<file path="src/rtl/csb_pkg.sv">
package csb_pkg;

   // Register indexes on the configuration port
   typedef enum logic [1:0] {
      REG_FRAME_WIDTH      = 2'd0,
      REG_FRAME_HEIGHT     = 2'd1,
      REG_TRANSPARENT_MASK = 2'd2
   } csb_reg_type;

   localparam int CSR_INDEX_W = 2;
   localparam int CSR_DATA_W  = 32;
   localparam int SIDE_W      = 11;
   localparam int MASK_W      = 32;
   localparam int COLOR_W     = 5;
   localparam int ADDR_W      = 20;
   localparam int PROD_W      = 2 * SIDE_W;

   localparam logic [SIDE_W-1:0] FRAME_WIDTH_RST  = 11'd128;
   localparam logic [SIDE_W-1:0] FRAME_HEIGHT_RST = 11'd128;
   localparam logic [MASK_W-1:0] MASK_RST         = 32'h0000_0001;

   // Frame sides above this saturate to it
   localparam int FRAME_SIDE_MAX = 1024;
   // Tint code that means "keep the source color"
   localparam logic [COLOR_W-1:0] TINT_KEEP = 5'd7;

   localparam int QUEUE_DEPTH = 2;

   // One classified pixel, as handed from the front to the back
   typedef struct packed {
      logic                  write_enable;
      logic                  sprite_done;
      logic [COLOR_W-1:0]    color;
      logic [SIDE_W-1:0]     dest_x;
      logic [SIDE_W-1:0]     dest_y;
      logic [SIDE_W-1:0]     stride;
   } csb_entry_type;

endpackage

</file>
<file path="src/rtl/clipped_sprite_blit.sv">
// Path: a word accepted on req_* is written into the queue, then registered in the multiply stage
//   and the output stage before it shows on rsp_*.
// Throughput: one word per cycle while the queue has room; the front classifies in the accept cycle,
//   the back registers the row-times-stride product in the multiply stage and the sum in the output stage.
// Reset (synchronous, active high): empties the queue and both back stages,
//   zeroes the sprite counters and loads frame 128x128 with color 0 transparent.
module clipped_sprite_blit import csb_pkg::*; #(
   parameter int MAX_SPRITE_SIDE = 256
) (
   input  logic                     clock,
   input  logic                     reset,
   // pixel input
   input  logic                     req_valid,
   output logic                     req_ready,
   input  logic [7:0]               req_pixel_value,
   input  logic                     req_first_pixel,
   input  logic                     req_last_pixel,
   input  logic signed [11:0]       req_origin_x,
   input  logic signed [11:0]       req_origin_y,
   input  logic [8:0]               req_sprite_width,
   input  logic signed [6:0]        req_tint_color,
   // framebuffer write output
   output logic                     rsp_valid,
   input  logic                     rsp_ready,
   output logic                     rsp_write_enable,
   output logic [ADDR_W-1:0]        rsp_write_address,
   output logic [COLOR_W-1:0]       rsp_write_color,
   output logic                     rsp_sprite_done,
   // configuration writes
   input  logic                     csr_we,
   input  logic [CSR_INDEX_W-1:0]   csr_index,
   input  logic [CSR_DATA_W-1:0]    csr_wdata
);

   logic [SIDE_W-1:0]  frame_width_ff, frame_height_ff;
   logic [MASK_W-1:0]  mask_ff;

   logic               push, pop, queue_full, queue_not_empty;
   csb_entry_type      push_entry, head;

   // Configuration registers: take each write at once, ignore unknown indexes
   always_ff @(posedge clock) begin
      if (reset) begin
         frame_width_ff  <= FRAME_WIDTH_RST;
         frame_height_ff <= FRAME_HEIGHT_RST;
         mask_ff         <= MASK_RST;
      end else if (csr_we) begin
         unique case (csb_reg_type'(csr_index))
            REG_FRAME_WIDTH:      frame_width_ff  <= csr_wdata[SIDE_W-1:0];
            REG_FRAME_HEIGHT:     frame_height_ff <= csr_wdata[SIDE_W-1:0];
            REG_TRANSPARENT_MASK: mask_ff         <= csr_wdata[MASK_W-1:0];
            default: ;
         endcase
      end
   end

   // Front: track column and row, clip against the frame, apply color key
   // and tint. A word is taken whenever the queue has room, so the input
   // keeps flowing while a finished result waits on rsp_ready, until the queue fills.
   csb_front #(
      .MAX_SPRITE_SIDE (MAX_SPRITE_SIDE)
   ) u_front (
      .clock            (clock),
      .reset            (reset),
      .req_valid        (req_valid),
      .req_ready        (req_ready),
      .req_pixel_value  (req_pixel_value),
      .req_first_pixel  (req_first_pixel),
      .req_last_pixel   (req_last_pixel),
      .req_origin_x     (req_origin_x),
      .req_origin_y     (req_origin_y),
      .req_sprite_width (req_sprite_width),
      .req_tint_color   (req_tint_color),
      .frame_width      (frame_width_ff),
      .frame_height     (frame_height_ff),
      .transparent_mask (mask_ff),
      .queue_full       (queue_full),
      .push             (push),
      .push_entry       (push_entry)
   );

   // Short queue: lets the front and back stall independently
   csb_queue u_queue (
      .clock      (clock),
      .reset      (reset),
      .push       (push),
      .push_entry (push_entry),
      .pop        (pop),
      .full       (queue_full),
      .not_empty  (queue_not_empty),
      .head       (head)
   );

   // Back: form the address row * stride + column and hold the result
   csb_back u_back (
      .clock             (clock),
      .reset             (reset),
      .queue_not_empty   (queue_not_empty),
      .head              (head),
      .pop               (pop),
      .rsp_valid         (rsp_valid),
      .rsp_ready         (rsp_ready),
      .rsp_write_enable  (rsp_write_enable),
      .rsp_write_address (rsp_write_address),
      .rsp_write_color   (rsp_write_color),
      .rsp_sprite_done   (rsp_sprite_done)
   );

endmodule

</file>
<file path="src/rtl/csb_front.sv">
module csb_front import csb_pkg::*; #(
   parameter int MAX_SPRITE_SIDE = 256
) (
   input  logic                 clock,
   input  logic                 reset,
   input  logic                 req_valid,
   output logic                 req_ready,
   input  logic [7:0]           req_pixel_value,
   input  logic                 req_first_pixel,
   input  logic                 req_last_pixel,
   input  logic signed [11:0]   req_origin_x,
   input  logic signed [11:0]   req_origin_y,
   input  logic [8:0]           req_sprite_width,
   input  logic signed [6:0]    req_tint_color,
   input  logic [SIDE_W-1:0]    frame_width,
   input  logic [SIDE_W-1:0]    frame_height,
   input  logic [MASK_W-1:0]    transparent_mask,
   input  logic                 queue_full,
   output logic                 push,
   output csb_entry_type        push_entry
);

   localparam int CW   = $clog2(MAX_SPRITE_SIDE);
   localparam int CMPW = (CW + 1 > 9) ? CW + 1 : 9;
   localparam int DW   = ((CW + 1 > 12) ? CW + 1 : 12) + 1;
   localparam int SatLimit = (FRAME_SIDE_MAX > 2047) ? 2047 : FRAME_SIDE_MAX;

   logic [CW-1:0]      col_ff, col_in, row_ff, row_in;
   logic [CW-1:0]      cur_col, cur_row;
   logic [CMPW-1:0]    next_col;
   logic               wrap;
   logic [SIDE_W-1:0]  fw, fh;
   logic [DW-1:0]      dx, dy;
   logic               in_frame, opaque, we, use_tint;
   logic [COLOR_W-1:0] color;

   assign req_ready = !queue_full;
   assign push      = req_valid && req_ready;

   always_comb begin
      fw = (frame_width  > SIDE_W'(SatLimit)) ? SIDE_W'(SatLimit) : frame_width;
      fh = (frame_height > SIDE_W'(SatLimit)) ? SIDE_W'(SatLimit) : frame_height;

      cur_col = req_first_pixel ? '0 : col_ff;
      cur_row = req_first_pixel ? '0 : row_ff;

      dx = {{(DW-12){req_origin_x[11]}}, req_origin_x} + {{(DW-CW){1'b0}}, cur_col};
      dy = {{(DW-12){req_origin_y[11]}}, req_origin_y} + {{(DW-CW){1'b0}}, cur_row};

      in_frame = !dx[DW-1] && !dy[DW-1]
                 && (dx < {{(DW-SIDE_W){1'b0}}, fw})
                 && (dy < {{(DW-SIDE_W){1'b0}}, fh});
      opaque = !transparent_mask[req_pixel_value[COLOR_W-1:0]];
      we     = in_frame && opaque;

      use_tint = !req_tint_color[6] && !req_tint_color[5]
                 && (req_tint_color[4:0] != TINT_KEEP);
      color    = use_tint ? req_tint_color[4:0] : req_pixel_value[COLOR_W-1:0];

      // Zero the fields of a dropped pixel so the back produces a zero address
      push_entry.write_enable = we;
      push_entry.sprite_done  = req_last_pixel;
      push_entry.color        = we ? color : '0;
      push_entry.dest_x       = we ? dx[SIDE_W-1:0] : '0;
      push_entry.dest_y       = we ? dy[SIDE_W-1:0] : '0;
      push_entry.stride       = we ? fw : '0;

      // Advance the raster counters
      next_col = CMPW'(cur_col) + CMPW'(1);
      wrap     = (next_col >= CMPW'(req_sprite_width))
                 || (next_col >= CMPW'(MAX_SPRITE_SIDE));
      if (req_last_pixel) begin
         col_in = '0;
         row_in = '0;
      end else if (wrap) begin
         col_in = '0;
         row_in = (cur_row == CW'(MAX_SPRITE_SIDE - 1)) ? '0 : cur_row + CW'(1);
      end else begin
         col_in = next_col[CW-1:0];
         row_in = cur_row;
      end
   end

   always_ff @(posedge clock) begin
      if (reset) begin
         col_ff <= '0;
         row_ff <= '0;
      end else if (push) begin
         col_ff <= col_in;
         row_ff <= row_in;
      end
   end

endmodule

</file>
<file path="src/rtl/csb_queue.sv">
module csb_queue import csb_pkg::*; (
   input  logic          clock,
   input  logic          reset,
   input  logic          push,
   input  csb_entry_type push_entry,
   input  logic          pop,
   output logic          full,
   output logic          not_empty,
   output csb_entry_type head
);

   localparam int PW = $clog2(QUEUE_DEPTH);

   csb_entry_type        mem [QUEUE_DEPTH];
   logic [PW-1:0]        wr_ptr_ff, rd_ptr_ff;
   logic [PW:0]          count_ff, count_in;

   assign full      = (count_ff == (PW+1)'(QUEUE_DEPTH));
   assign not_empty = (count_ff != '0);
   assign head      = mem[rd_ptr_ff];

   always_comb begin
      count_in = count_ff;
      if (push && !pop) begin
         count_in = count_ff + (PW+1)'(1);
      end else if (pop && !push) begin
         count_in = count_ff - (PW+1)'(1);
      end
   end

   always_ff @(posedge clock) begin
      if (push) begin
         mem[wr_ptr_ff] <= push_entry;
      end
   end

   always_ff @(posedge clock) begin
      if (reset) begin
         wr_ptr_ff <= '0;
         rd_ptr_ff <= '0;
         count_ff  <= '0;
      end else begin
         if (push) begin
            wr_ptr_ff <= (wr_ptr_ff == PW'(QUEUE_DEPTH - 1)) ? '0 : wr_ptr_ff + PW'(1);
         end
         if (pop) begin
            rd_ptr_ff <= (rd_ptr_ff == PW'(QUEUE_DEPTH - 1)) ? '0 : rd_ptr_ff + PW'(1);
         end
         count_ff <= count_in;
      end
   end

endmodule

</file>
<file path="src/rtl/csb_back.sv">
module csb_back import csb_pkg::*; (
   input  logic                clock,
   input  logic                reset,
   input  logic                queue_not_empty,
   input  csb_entry_type       head,
   output logic                pop,
   output logic                rsp_valid,
   input  logic                rsp_ready,
   output logic                rsp_write_enable,
   output logic [ADDR_W-1:0]   rsp_write_address,
   output logic [COLOR_W-1:0]  rsp_write_color,
   output logic                rsp_sprite_done
);

   // multiply stage
   logic                s1_valid_ff;
   logic [PROD_W-1:0]   s1_prod_ff;
   logic [SIDE_W-1:0]   s1_x_ff;
   logic [COLOR_W-1:0]  s1_color_ff;
   logic                s1_we_ff, s1_done_ff;
   // output stage
   logic                s2_valid_ff;
   logic [ADDR_W-1:0]   s2_addr_ff;
   logic [COLOR_W-1:0]  s2_color_ff;
   logic                s2_we_ff, s2_done_ff;
   logic                s1_move, s2_move;
   logic [PROD_W:0]     addr_sum;

   assign s2_move = !s2_valid_ff || rsp_ready;
   assign s1_move = !s1_valid_ff || s2_move;
   assign pop     = queue_not_empty && s1_move;

   assign addr_sum = {1'b0, s1_prod_ff} + (PROD_W+1)'(s1_x_ff);

   always_ff @(posedge clock) begin
      if (reset) begin
         s1_valid_ff <= 1'b0;
         s2_valid_ff <= 1'b0;
      end else begin
         if (s1_move) begin
            s1_valid_ff <= queue_not_empty;
         end
         if (s2_move) begin
            s2_valid_ff <= s1_valid_ff;
         end
      end
   end

   always_ff @(posedge clock) begin
      if (pop) begin
         s1_prod_ff  <= PROD_W'(head.dest_y) * PROD_W'(head.stride);
         s1_x_ff     <= head.dest_x;
         s1_color_ff <= head.color;
         s1_we_ff    <= head.write_enable;
         s1_done_ff  <= head.sprite_done;
      end
      if (s2_move && s1_valid_ff) begin
         s2_addr_ff  <= addr_sum[ADDR_W-1:0];
         s2_color_ff <= s1_color_ff;
         s2_we_ff    <= s1_we_ff;
         s2_done_ff  <= s1_done_ff;
      end
   end

   assign rsp_valid         = s2_valid_ff;
   assign rsp_write_enable  = s2_we_ff;
   assign rsp_write_address = s2_addr_ff;
   assign rsp_write_color   = s2_color_ff;
   assign rsp_sprite_done   = s2_done_ff;

endmodule

</file>
<file path="config.mk">
export PLATFORM = sky130hd
export DESIGN_NAME = clipped_sprite_blit
export DESIGN_NICKNAME = d
export VERILOG_FILES = /design/src/rtl/csb_pkg.sv /design/src/rtl/clipped_sprite_blit.sv /design/src/rtl/csb_front.sv /design/src/rtl/csb_queue.sv /design/src/rtl/csb_back.sv
export SDC_FILE = /design/constraint.sdc
export NUM_CORES = 1
export LEC_CHECK = 0
export ABC_AREA = 1
export BUFFER_PORTS_ARGS = -buffer_cell sky130_fd_sc_hd__buf_2
export CORE_ASPECT_RATIO = 0.7
export CORE_MARGIN = 10
export CORE_UTILIZATION = 60
export CTS_CLUSTER_SIZE = 25
export DETAILED_ROUTE_END_ITERATION = 8
export HOLD_SLACK_MARGIN = 0.08
export PLACE_DENSITY = 0.79
export SETUP_SLACK_MARGIN = 0.2
export SYNTH_ARGS = -nofsm -noshare
export SYNTH_HDL_FRONTEND = slang
export SYNTH_SLANG_ARGS = --single-unit
</file>
<file path="constraint.sdc">
create_clock -name clock -period 9.45 [get_ports clock]
set_input_delay 0.4725 -clock clock [delete_from_list [all_inputs] [get_ports clock]]
set_output_delay 0.4725 -clock clock [all_outputs]
set_load 0.01 [all_outputs]
</file>
# Yosys cells after proc, flatten, opt, wreduce, memory -nomap -nowiden
# Memory sizes are Yosys's and may differ from the RTL's. A register that Yosys moved wholly into a read port is not among the register bits.
# Index checks and enable logic that the tools add are counted.
# word_totals
output_inout_bits	29
wordCells	96
inputBits	89
mem_count	1
register_bits	141
ram_bits	80
# classes
muxes	24
eq_ne	5
n_addsub	9
mul	1
magnitude_cmp	7
reduce_logical	30
# memory_table
memory	words	word_bits	rd	rd_clocked_by_memory_dff	wr	line_no	rtl
u_queue.mem	2	40	1	1	1	csb_queue.sv:14	csb_entry_type mem [QUEUE_DEPTH];
# ops
op	n
two-way mux 8 bit	7
two-way mux 11 bit	5
adder 12 x 9 -> 13 bit	2
< comparator 13 x 11 -> 1 bit	2
> comparator 11 bit, second input constant	2
adder 20 x 11 -> 20 bit	1
multiplier 11 x 11 -> 20 bit	1
logical AND 1 bit	11
logical NOT 1 bit	10
two-way mux 5 bit	2
adder 8 x 1 -> 9 bit, second input constant	1
>= comparator 9 bit	1
>= comparator 9 bit, second input constant	1
adder 8 x 1 -> 8 bit, second input constant	1
equality test 8 bit, second input constant	1
two-way mux 1 bit	7
< comparator 5 x 6 -> 1 bit, second input constant	1
AND reduction 2 bit	3
binary-select mux 1 bit (select 5 bit)	1
!= test 5 x 3 -> 1 bit, second input constant	1
equality test 2 bit, second input constant	2
two-way mux 2 bit	2
nonzero test 2 bit	2
logical OR 1 bit	3
other kinds (5)	6

# Logic depth before layout (Yosys ltp)
# depth
ltp_word	8
ltp_mapped	25
ltp_nobuf	23

# Hierarchy
# From an unflattened synthesis, not the netlist that was laid out.
# hier_totals
cells_unflattened	2060
area_unflattened_um2	16263.1
# modules_own_cells
mod	cells_per_inst	instances	area_each_um2
csb_back	914	1	7303.3
csb_front	646	1	3597.2
csb_queue	157	1	3124.2
clipped_sprite_blit	343	1	2238.4

# Worst setup path after synthesis
# No wires, ideal clock.
# synth_path
path_type	register -> register
start	register (tool-made name)
end	register u_back.s1_prod_ff[14] (data pin)
n_path_buf	3
stages_incl_launch_ff	22
setup_time_ps	265
path_slack_ps	4076
t_arrival_ps	5109
t_required_ps	9185
period_less_slack_ps	5374
path_cell_list	dfxtp_1 clkbuf_1 buf_2 buf_2 nand2_1 o21ai_1 inv_1 nand2_1 fa_1 fa_1 fa_1 inv_1 fa_1 inv_1 fa_1 inv_1 ha_1 a21oi_1 o21ai_0 a21boi_0 o21ai_0 xor2_1
# synth_lines
item	line_no	rtl
to (signal assigned)	csb_back.sv:51	s1_prod_ff <= PROD_W'(head.dest_y) * PROD_W'(head.stride);
to (decl)	csb_back.sv:17	logic [PROD_W-1:0] s1_prod_ff;

==> summary.txt <==
Run status
  • Run status: complete, no violations

Synthesis
  • Register bit total from synthesis: 222
  • Synth area leader: edfxtp_1
  • Post-synth EDFFs: 145
  • Synth top area share: 0.292
  • Mapped cell area: 14900 um2
  • Share of flip-flops with an asynchronous set or reset: 0
  • Synth unique cells: 44
  • Ys Warns: 0
  • Synth top area cells: edfxtp_1 (29%), fa_1 (11%), dfxtp_1 (10%)
  • Syn Area/Cell: 8.89 um2
  • Prevailing post-synth register cell: edfxtp_1
  • Seq/Total Area, Yosys: 0.395
  • Post-synthesis net count: 1961
  • Post-Syn Instances: 1680

GRT
  • First-pass GRT wire length: 56000 um
  • Initial antenna violation count: 0
  • Overflow after GRT: 0
  • Largest net degree at the start of global routing: 58
  • Vias in the first global route: 11000
  • GRT Total Usage: 0.211

Clock network
  • Reg clk slew, reported paths: 0.06 ns
  • Worst-case clock buffer depth: 3
  • CTS Buf Count: 23
  • Post-CTS Setup Bufs: 0
  • Clock latency on the worst-skew pair: 0.52 ns
  • Post-CTS Resized: 0
  • CTS Sinks: 222
  • CTS root buffer: clkbuf_16
  • CTS tree: done
  • Htree depth: 1
  • Cts hold-fix bufs: 0

Final layout
  • Syn-to-layout area delta: 11.0%
  • Final Net Count: 2068
  • Commonest non-fill, non-tap cell in the layout: inv_1
  • Layout fillers: 1922
  • Layout cell share with drive strength beyond 1: 0.128
  • Diodes inserted: 0
  • Most frequent cells in the layout: inv_1 (279), nand2_1 (269), nor2_1 (225), edfxtp_1 (145), buf_2 (114)

Worst setup path
  • Worst R2R Setup Slack: 3.03 ns
  • CP required: 9.79 ns
  • Peak fanout along the critical path: 32
  • CP Data Arrival Time: 6.75 ns
  • Critical path endpoint category: flop
  • CP dominant cell by count: fa_1
  • Crit Path Class: reg2reg
  • Max stage delay on crit path: 0.63 ns
  • Critical Path Source Type: flop
  • Crit-path slowest cell: dfxtp_2
  • Crit path cell chain: buf_4 > nand2_1 > o21ai_1 > inv_1 > nand2_1 > fa_1 > fa_1 > fa_1 > fa_1 > inv_1 > fa_1 > ha_1 > nand2_1 > nor2_1 > nand4_1 > o21ai_0 > nand3_1 > nand2_1 > xor2_1

STA
  • Final min period: 6.42 ns
  • Final TNS setup: 0 ns
  • Worst slew pin tran: 1.20 ns
  • Max frequency: 0.156 GHz
  • Final worst path period share: 0.679
  • Final number of max-transition violations: 0
  • Max_slew headroom: 0.197
  • Final setup fails: 0
  • Hold Fails Final Rpt: 0
  • Setup Skew: 0.0231 ns
  • RSZ-0062 raised after global routing: false

Placed design
  • Post-DP HPWL: 26500 um
  • GPL Wtd Cong: 0.918
  • I/O Buffers: 114

Floorplanning
  • Initial core utilization: 0.608
  • Core footprint: 24600 um2
  • Die area: 31700 um2
  • Row count: 48
  • Chip width: 209 um
  • Top Ports: 118
  • Chip Height: 152 um

Flow run
  • Max cap viols: 0

Drt
  • DRT antenna net count: 0
  • Router iterations before antenna repair: 6
  • Initial DRC Count: 1093
  • DRC: 0
  • Post-Route WL: 34400 um
  • Drt wl/cell: 16.1 um
  • DR vias: 11400
  • Via-to-Cell Ratio: 5.38

Hold path
  • Hold WC Path Type: in2reg
-- registers in the layout (all words and copies together), names as in the netlist, named ones only --
register,flops
frame_height_ff,11
frame_width_ff,11
mask_ff,32
u_back.rsp_sprite_done,1
u_back.rsp_valid,1
u_back.rsp_write_address,20
u_back.rsp_write_color,5
u_back.rsp_write_enable,1
u_back.s1_color_ff,5
u_back.s1_done_ff,1
u_back.s1_prod_ff,20
u_back.s1_valid_ff,1
u_back.s1_we_ff,1
u_back.s1_x_ff,11
u_front.col_ff,8
u_front.row_ff,8
u_queue.count_ff,2
u_queue.mem,80
u_queue.rd_ptr_ff,1
u_queue.wr_ptr_ff,1
-- routing by layer --
metal / vias to the layer above / global-route usage / share of wire
met4: 0 / 0.0328 / 0.014
li1: 5644 / - / -
met3: 41 / 0.0477 / 0.091
met2: 424 / 0.330 / 0.44
met5: - / 0 / 0
met1: 5338 / 0.300 / 0.45
-- cells by family after synthesis --
| kind of cell | count (synthesis) | synth area share |
|---|---|---|
| multiplexers | 21 | 0.0156 |
| buffers and inverters | 324 | 0.0865 |
| XOR/XNOR | 64 | 0.0375 |
| adder cells (fa/ha/maj) | 192 | 0.202 |
| AO/OA/AOI/OAI | 228 | 0.0829 |
| flip-flops | 222 | 0.395 |
| AND/OR/NAND/NOR | 629 | 0.181 |
-- synthesized netlist by cell type (2+ instances only) --
cell / number
a21oi_1: 86
o21ai_0: 91
mux2_2: 18
a21o_1: 2
mux2i_1: 3
nor2_2: 7
clkbuf_1: 21
dfxtp_1: 77
fa_1: 82
a31oi_1: 5
a21boi_0: 2
o21a_1: 4
o211ai_1: 6
nand2_2: 3
buf_6: 8
inv_2: 3
edfxtp_1: 145
nor3_1: 28
nor2_1: 227
nand3_2: 2
or2_2: 4
nand4_1: 17
nand3_1: 46
nand3b_1: 2
ha_1: 110
o21bai_1: 4
inv_1: 279
xnor2_1: 20
nor3_2: 21
a211oi_1: 4
nand2_1: 269
xor2_1: 44
buf_2: 11
o21ai_1: 19
-- worst max-delay path: cells and delay by family, from the launching register on --
kind | cells | cell delay, ns
AO/OA/AOI/OAI | 2 | 1.01
adder cells (fa/ha/maj) | 6 | 2.94
AND/OR/NAND/NOR | 7 | 0.84
flip-flops | 1 | 0.63
buffers and inverters | 3 | 0.65
XOR/XNOR | 1 | 0.18
-- path summary, 6_finish.rpt --
path	startpoint	to	depth (start not counted)
max reg2reg	flop	u_back.s1_prod_ff[18]	19
max	flop	u_back.s1_prod_ff[18]	19
min	csr_wdata[21]	mask_ff[21]	3
min reg2reg	u_back.s1_color_ff[4]	u_back.rsp_write_color[4]	0
-- through the flow --
step / instances / hold WS (ns) / instance area, um2 / utilization / setup WS [ns]
after floorplan: 1680 / 0.400 / 14900 / - / 4.08
after global placement: 2087 / 0.401 / 15800 / 0.642 / 3.28
after detailed placement: 2087 / 0.405 / 15800 / 0.642 / 3.14
after CTS: 2129 / 0.181 / 16600 / 0.675 / 3.11
after global routing: 2129 / 0.191 / 16600 / 0.675 / 2.72
final: 2129 / 0.196 / 16600 / 0.675 / 3.03
-- area by class of cell --
cell class | count | area [um2] | share of cell area
flip-flops and latches | 222 | 5900 | 0.356
clock inverters | 15 | 173 | 0.0104
inverters | 284 | 1070 | 0.0645
multi-input cells | 1134 | 7760 | 0.469
well taps | 325 | 407 | 0.0245
clock buffers | 27 | 631 | 0.0381
repair buffers | 122 | 631 | 0.0381
Power is left out: the tool's default activity adds up to more than one toggle a clock period on the data nets, which glitch-free logic cannot reach.
